**src/sv/esrl_pkg.sv**
```systemverilog
// esrl_pkg: widths, escape codes and shared types of the escaped serial register loader
// no dependencies; compiled first

package esrl_pkg;

	localparam int BYTE_W       = 8;
	localparam int COUNT_W      = 10;
	localparam int MAX_CHANNELS = 512;
	localparam int INDEX_W      = $clog2(MAX_CHANNELS);
	localparam int SLOT_W       = INDEX_W + 1;

	typedef logic [BYTE_W-1:0]  rx_byte_t;
	typedef logic [COUNT_W-1:0] count_t;
	typedef logic [INDEX_W-1:0] index_t;
	typedef logic [SLOT_W-1:0]  slot_t;

	localparam rx_byte_t ESC_BYTE   = 8'h5C;
	localparam rx_byte_t SYNC_CODE  = 8'h00;
	localparam rx_byte_t SHELL_CODE = 8'h6D;

	localparam count_t COUNT_RESET = COUNT_W'(MAX_CHANNELS);
	localparam count_t COUNT_MAX   = COUNT_W'(MAX_CHANNELS);

	typedef struct packed {
		logic  in_frame;
		logic  escape_pending;
		slot_t next_index;
	} state_t;

	typedef struct packed {
		logic     write_enable;
		index_t   write_index;
		rx_byte_t write_value;
		logic     shell_exit;
		logic     frame_full;
	} result_t;

endpackage

```
**src/sv/esrl_ifs.sv**
```systemverilog
// esrl_byte_if and esrl_write_if: valid/ready channels of the register loader
// depends on esrl_pkg

interface esrl_byte_if;
	logic              valid;
	logic              ready;
	esrl_pkg::rx_byte_t rx_byte;

	modport source (output valid, output rx_byte, input ready);
	modport sink (input valid, input rx_byte, output ready);
endinterface

interface esrl_write_if;
	logic               valid;
	logic               ready;
	logic               write_enable;
	esrl_pkg::index_t   write_index;
	esrl_pkg::rx_byte_t write_value;
	logic               shell_exit;
	logic               frame_full;

	modport source (
		output valid, output write_enable, output write_index, output write_value,
		output shell_exit, output frame_full, input ready
	);
	modport sink (
		input valid, input write_enable, input write_index, input write_value,
		input shell_exit, input frame_full, output ready
	);
endinterface

```
**src/sv/esrl_decode.sv**
```systemverilog
// esrl_decode: next-state and result logic for one received byte
// depends on esrl_pkg

module esrl_decode (
	input  esrl_pkg::state_t   state,
	input  esrl_pkg::rx_byte_t rx_byte,
	input  esrl_pkg::count_t   channel_count,
	output esrl_pkg::state_t   state_d,
	output esrl_pkg::result_t  result
);

	esrl_pkg::count_t   limit;
	esrl_pkg::slot_t    bumped;
	logic               accept;
	logic               store_en;
	esrl_pkg::rx_byte_t store_val;

	// counts above the channel maximum clamp to it
	assign limit  = (channel_count > esrl_pkg::COUNT_MAX) ? esrl_pkg::COUNT_MAX : channel_count;
	assign accept = state.in_frame && (esrl_pkg::COUNT_W'(state.next_index) < limit);
	assign bumped = state.next_index + esrl_pkg::SLOT_W'(1);

	always_comb begin
		state_d   = state;
		result    = '0;
		store_en  = 1'b0;
		store_val = rx_byte;
		if (!state.escape_pending) begin
			if (rx_byte == esrl_pkg::ESC_BYTE) begin
				state_d.escape_pending = 1'b1;
			end else begin
				store_en = 1'b1;
			end
		end else begin
			state_d.escape_pending = 1'b0;
			case (rx_byte)
				esrl_pkg::SYNC_CODE: begin
					state_d.next_index = '0;
					state_d.in_frame   = 1'b1;
				end
				esrl_pkg::SHELL_CODE: begin
					result.shell_exit  = 1'b1;
					state_d.next_index = '0;
					state_d.in_frame   = 1'b0;
				end
				esrl_pkg::ESC_BYTE: begin
					store_en = 1'b1;
				end
				default: begin
				end
			endcase
		end
		if (store_en && accept) begin
			result.write_enable = 1'b1;
			result.write_index  = state.next_index[esrl_pkg::INDEX_W-1:0];
			result.write_value  = store_val;
			state_d.next_index  = bumped;
			// last channel written, sync drops
			if (esrl_pkg::COUNT_W'(bumped) >= limit) begin
				result.frame_full = 1'b1;
				state_d.in_frame  = 1'b0;
			end
		end
	end

endmodule

```
**src/sv/escaped_serial_register_loader_top.sv**
```systemverilog
// escaped_serial_register_loader_top: escape-framed byte stream to register writes
// depends on esrl_pkg, esrl_ifs (esrl_byte_if, esrl_write_if) and esrl_decode
//
// usage
//   rx carries one received byte per item; res carries one result item per byte:
//   a register write (write_enable, write_index, write_value), a shell request
//   (shell_exit) and frame_full on the write that fills the last channel.
//   bytes that write nothing and request no shell exit still give an item with all flags low.
//   cfg_we / cfg_wdata load channel_count (registers per frame); write it only
//   while no item is in flight. counts above the channel maximum clamp to it.
// timing
//   an accepted item is registered in the input stage, decoded combinationally and
//   registered in the result register, which drives res valid. one item per cycle
//   sustained while res.ready stays high; the decoder state updates as each byte
//   leaves the input stage, so bytes follow each other back to back.
// reset
//   arst_n low clears both stages, drops sync, clears the pending escape and the
//   write index, and sets channel_count to the maximum.
// stalls
//   while res.ready is low the result register holds; one more byte can sit in
//   the input stage, then rx.ready falls until res drains. nothing is lost.

module escaped_serial_register_loader_top (
	input  logic                  clk,
	input  logic                  arst_n,
	input  logic                  cfg_we,
	input  esrl_pkg::count_t      cfg_wdata,
	esrl_byte_if.sink             rx,
	esrl_write_if.source          res
);

	// configuration
	esrl_pkg::count_t   channel_count_q;

	// input stage
	logic               valid_s1;
	esrl_pkg::rx_byte_t byte_s1;

	// decoder state and result register
	esrl_pkg::state_t   state_q;
	esrl_pkg::state_t   state_d;
	esrl_pkg::result_t  result_d;
	logic               valid_s2;
	esrl_pkg::result_t  result_s2;

	logic               advance;

	// input stage moves when the result register is empty or being drained
	assign advance  = valid_s1 && (!valid_s2 || res.ready);
	assign rx.ready = !valid_s1 || advance;

	always_ff @(posedge clk or negedge arst_n) begin
		if (!arst_n) begin
			channel_count_q <= esrl_pkg::COUNT_RESET;
		end else if (cfg_we) begin
			channel_count_q <= cfg_wdata;
		end
	end

	always_ff @(posedge clk or negedge arst_n) begin
		if (!arst_n) begin
			valid_s1 <= 1'b0;
		end else if (rx.ready) begin
			valid_s1 <= rx.valid;
		end
	end

	// payload, no reset needed
	always_ff @(posedge clk) begin
		if (rx.valid && rx.ready) begin
			byte_s1 <= rx.rx_byte;
		end
	end

	esrl_decode u_decode (
		.state         (state_q),
		.rx_byte       (byte_s1),
		.channel_count (channel_count_q),
		.state_d       (state_d),
		.result        (result_d)
	);

	// decoder state advances only when the byte leaves the input stage
	always_ff @(posedge clk or negedge arst_n) begin
		if (!arst_n) begin
			state_q <= '0;
		end else if (advance) begin
			state_q <= state_d;
		end
	end

	always_ff @(posedge clk or negedge arst_n) begin
		if (!arst_n) begin
			valid_s2 <= 1'b0;
		end else if (advance) begin
			valid_s2 <= 1'b1;
		end else if (res.ready) begin
			valid_s2 <= 1'b0;
		end
	end

	always_ff @(posedge clk) begin
		if (advance) begin
			result_s2 <= result_d;
		end
	end

	assign res.valid        = valid_s2;
	assign res.write_enable = result_s2.write_enable;
	assign res.write_index  = result_s2.write_index;
	assign res.write_value  = result_s2.write_value;
	assign res.shell_exit   = result_s2.shell_exit;
	assign res.frame_full   = result_s2.frame_full;

endmodule

```
**src/flat_wrapper.sv**
```systemverilog
// flat-port wrapper written by rule: the top's interface ports become plain ports
module escaped_serial_register_loader_top_flat 
  (clk, arst_n, cfg_we, cfg_wdata, rx_valid, rx_rx_byte, rx_ready, res_valid, res_write_enable, res_write_index, res_write_value, res_shell_exit, res_frame_full, res_ready);
  esrl_byte_if rx_i ();
  esrl_write_if res_i ();
  input  logic clk;
  input  logic arst_n;
  input  logic cfg_we;
  input  esrl_pkg::count_t cfg_wdata;
  input wire logic [$bits(rx_i.valid)-1:0] rx_valid;
  input wire logic [$bits(rx_i.rx_byte)-1:0] rx_rx_byte;
  output wire logic [$bits(rx_i.ready)-1:0] rx_ready;
  output wire logic [$bits(res_i.valid)-1:0] res_valid;
  output wire logic [$bits(res_i.write_enable)-1:0] res_write_enable;
  output wire logic [$bits(res_i.write_index)-1:0] res_write_index;
  output wire logic [$bits(res_i.write_value)-1:0] res_write_value;
  output wire logic [$bits(res_i.shell_exit)-1:0] res_shell_exit;
  output wire logic [$bits(res_i.frame_full)-1:0] res_frame_full;
  input wire logic [$bits(res_i.ready)-1:0] res_ready;
  assign rx_i.valid = rx_valid;
  assign rx_i.rx_byte = rx_rx_byte;
  assign rx_ready = rx_i.ready;
  assign res_valid = res_i.valid;
  assign res_write_enable = res_i.write_enable;
  assign res_write_index = res_i.write_index;
  assign res_write_value = res_i.write_value;
  assign res_shell_exit = res_i.shell_exit;
  assign res_frame_full = res_i.frame_full;
  assign res_i.ready = res_ready;
  escaped_serial_register_loader_top u_core (.clk(clk), .arst_n(arst_n), .cfg_we(cfg_we), .cfg_wdata(cfg_wdata), .rx(rx_i), .res(res_i));
endmodule
```
**config.mk**
```make
export PLATFORM = sky130hd
export DESIGN_NAME = escaped_serial_register_loader_top_flat
export DESIGN_NICKNAME = d
export VERILOG_FILES = /design/src/sv/esrl_pkg.sv /design/src/sv/esrl_ifs.sv /design/src/sv/esrl_decode.sv /design/src/sv/escaped_serial_register_loader_top.sv /design/src/flat_wrapper.sv
export SDC_FILE = /design/constraint.sdc
export NUM_CORES = 1
export LEC_CHECK = 0
export ABC_AREA = 1
export BUFFER_PORTS_ARGS = -buffer_cell sky130_fd_sc_hd__buf_2
export CORE_ASPECT_RATIO = 1.25
export CORE_MARGIN = 2
export CORE_UTILIZATION = 40
export DETAILED_ROUTE_END_ITERATION = 16
export SLEW_MARGIN = 20
export SYNTH_ARGS = -nofsm -noshare
export SYNTH_HDL_FRONTEND = slang
export SYNTH_SLANG_ARGS = --single-unit
```
**constraint.sdc**
```tcl
create_clock -name clk -period 2 [get_ports clk]
set_input_delay 0.4 -clock clk [delete_from_list [all_inputs] [get_ports clk]]
set_output_delay 0.4 -clock clk [all_outputs]
set_load 0.02 [all_outputs]
```
==> summary.txt <==
Timing
  – Final worst-path cycle share: 1.15
  – Fin. Hold Viols: 0
  – Slew @ Worst Pin: 0.548 ns
  – Final setup margin: -0.307 ns
  – Slew headroom: 0.634
  – Max-slew violations: 0
  – Max Clk Rate: 434 MHz
  – Final setup vio count: 30
  – Worst Skew: 0.00737 ns
  – RSZ-0062 raised after global routing: true
  – Period minus WS final: 2.31 ns

Drt
  – Drt via density: 4.48
  – DR iter-0 viols: 56
  – First-pass DRT Iterations: 4
  – Drc violations: 0
  – Final wirelength: 5160 µm
  – Per-cell routed wire length: 11.4 µm
  – Routed vias: 2034
  – Post-route ant nets: 0

Setup path
  – Cell family with most CP delay: simple AND/OR/NAND/NOR gates
  – Crit-path max cell delay: 0.42 ns
  – Worst setup EP type: flop
  – Critical path class: flop to flop
  – Crit Path Max Fanout: 7
  – Most used cell, CP: nand2_2
  – CP Launch Type: flop
  – WP buf/inv: 2
  – Crit path required time: 2.06 ns
  – WP data arrival: 2.37 ns
  – Slowest stage cell on the critical path: dfrtp_1
  – CP cell instances: nor4_2 > nand4_1 > nand2_4 > nand2_2 > ha_4 > nand2_2 > nor2_4 > nand3_2 > nand3_4 > buf_12 > buf_16 > nor2_1

Synth
  – #FFs+latches synth: 52
  – Avg Inst Size Synth: 9.68 µm²
  – Number of library cell types mapped by synthesis: 25
  – Post-synthesis sequential area ratio: 0.538
  – Net Count, Synth: 322
  – Synth warn: 0
  – Mapped Cells: 277
  – Mapped Area: 2680 µm²

Placed design
  – DP Worst Slack: -0.294 ns
  – Area after DPL: 3280 µm²
  – Port buffer count: 44
  – Routability Congestion: 0.783
  – Final HPWL DP: 4040 µm

Layout
  – Antenna Cells: 0
  – P&R area growth vs syn: 33.9%
  – Final instance area: 3590 µm²
  – Share of post-route cells with drive strength above 1: 0.357
  – Nets: 411

Die
  – Starting Density: 0.411
  – Core Rows: 33
  – # IOs: 45
  – Die ar.: 7380 µm²
  – Die Span X: 77.2 µm
  – Core area: 6520 µm²
  – Die height: 95.6 µm

Clock tree
  – CTS Buffer Depth: 2
  – Clk_lat worst skew: 0.30 ns
  – CTS tree: done
  – CTS root buf: clkbuf_8
  – Post-CTS Hold Fix Bufs: 0
  – Htree depth: 2
  – Clk sink count: 52
  – Clock slew at reported path FFs: 0.09 ns
  – CTS Buf Count: 5

Power and ir drop
  – Switching Share: 0.268
  – Total internal power: 1820 µW
  – Power per cell area: 692 nW/µm²
  – Flop pwr share: 0.512
  – Peak supply drop: 0.386 mV
  – Switching Power: 666 µW
  – Logic pwr share: 0.199
  – Clock power frac: 0.289
  – Lkg Pwr: 0.00178 µW

Global route
  – Global-route met1 utilization: 0.172
  – Vias in the first global route: 2064
  – Total Routing Usage GR: 0.155
  – First-pass GRT wire length: 8990 µm
  – Number of antenna violations at the first check in global routing: 0
  – GR Util met2: 0.306
  – Largest net degree at the start of global routing: 25
  – Global route hottest layer: met2
  – GRT met3 Usage: 0.0199
  – Remaining Overflow, GRT: 0

Status
  – Failing checks: negative setup slack
  – Status: complete, but fails checks

Hold path
  – HP Class: input pin to async pin

Run
  – Max_cap viols: 0
==> power by group through the flow <==
stage,sequential [µW],clock (µW),combinational (µW)
6_report,1270,718,494
2_1_floorplan,1360,0,180
4_1_cts,1270,750,490
3_3_place_gp,1290,0,436
5_1_grt,1280,782,554
3_5_place_dp,1290,0,443
==> cells by family after synthesis <==
group | Yosys count | synth area share
xor+xnor | 8 | 0.0289
buf+inv | 40 | 0.0620
mux | 7 | 0.0294
simple gates | 135 | 0.213
compound gates | 13 | 0.0261
fa+ha+maj | 22 | 0.103
flops | 52 | 0.538
==> layout make-up <==
| class | count | area, µm² |
|---|---|---|
| inverter | 37 | 139 |
| tap | 87 | 109 |
| timing repair buffer | 84 | 569 |
| clock inverter | 3 | 46.3 |
| sequential | 52 | 1440 |
| multi-input combinational | 186 | 1220 |
| clock buffer | 5 | 68.8 |
| fill | 600 | 2930 |
==> cell usage after synthesis, drive strengths merged <==
| cell | n | area share |
|---|---|---|
| nor2 | 39 | 0.062 |
| nand4 | 2 | 0.0047 |
| nand2 | 78 | 0.11 |
| mux2 | 7 | 0.029 |
| a21oi | 6 | 0.011 |
| dfrtp | 23 | 0.21 |
| o21ai | 5 | 0.0093 |
| edfxtp | 28 | 0.31 |
| ha | 22 | 0.10 |
| nor4 | 1 | 0.0023 |
| nor3 | 1 | 0.0019 |
| buf | 3 | 0.010 |
| a21o | 1 | 0.0028 |
| nand3 | 14 | 0.032 |
| dfstp | 1 | 0.0098 |
| inv | 37 | 0.052 |
| xor2 | 8 | 0.029 |
| o21a | 1 | 0.0028 |
==> worst reg2reg max path, stage by stage, from the launching register on <==
cell	delay (ns)
dfrtp_1	0.42
nor4_2	0.25
nand4_1	0.17
nand2_4	0.16
nand2_2	0.11
ha_4	0.28
nand2_2	0.06
nor2_4	0.13
nand3_2	0.09
nand3_4	0.15
buf_12	0.12
buf_16	0.10
nor2_1	0.04
==> registers in the layout, indices dropped and copies added (netlist names), 8 cells and up <==
register,flops
u_core.state_q,12
u_core.res.write_index,9
u_core.byte_s1,8
u_core.res.write_value,8
u_core.channel_count_q,10
==> final timing paths <==
path	start	endpoint	slack [ns]	depth (start not counted)
worst max-delay path	u_core.channel_count_q[2]$_DFFE_PN0P_	u_core.res.write_index[5]$_SDFFCE_PN0P_	-0.31	12
worst min-delay path	arst_n	u_core.channel_count_q[3]$_DFFE_PN0P_	0.07	1
worst max register to register	u_core.channel_count_q[2]$_DFFE_PN0P_	u_core.res.write_index[5]$_SDFFCE_PN0P_	-0.31	12
worst min register to register	u_core.state_q[11]$_DFFE_PN0P_	u_core.state_q[11]$_DFFE_PN0P_	0.54	2
max in group asynchronous	arst_n	u_core.channel_count_q[9]$_DFFE_PN1P_	1.55	1
min in group clk	rx_rx_byte[7]	u_core.byte_s1[7]$_DFFE_PP_	0.27	1
==> stage by stage <==
step,setup TNS [ns],util,instances,total power (µW),hold WS (ns)
after global placement,-5.15,0.503,443,1730,0.417
after floorplan,-1.22,-,277,1540,0.104
after global routing,-12.17,0.550,454,2620,0.112
after detailed placement,-6.76,0.503,443,1740,0.424
final,-7.70,0.550,454,2480,0.0738
after CTS,-7.43,0.544,454,2510,0.0851
==> per-layer routing <==
layer / share of wire / up-vias
met4: 0.0058 / 0
met3: 0.025 / 2
met1: 0.42 / 938
li1: - / 1065
met5: 0 / -
met2: 0.55 / 29
==> what timing repair did <==
item / CTS / global route
gates resized for setup: 20 / 7
endpoints found under the setup margin: 30 / 30
cloned: 2 / 0
endpoints found under the hold margin: 0 / 0
setup buffers: 1 / 0
pin swaps: 15 / 8
==> layout by cell type, fill, tap and decap left out, drive strengths merged <==
master | netlist | routed
buf | 3 | 84
nand2 | 78 | 78
nor2 | 39 | 40
inv | 37 | 38
edfxtp | 28 | 28
dfrtp | 23 | 23
ha | 22 | 22
nand3 | 14 | 14
xor2 | 8 | 8
mux2 | 7 | 7
a21oi | 6 | 6
o21ai | 5 | 5
clkbuf | 0 | 5
nand4 | 2 | 2
nor4 | 1 | 1
nor3 | 1 | 1
o21a | 1 | 1
a21o | 1 | 1
bufinv | 0 | 1
clkinvlp | 0 | 1
dfstp | 1 | 1
(Power assumes the default switching activity.)
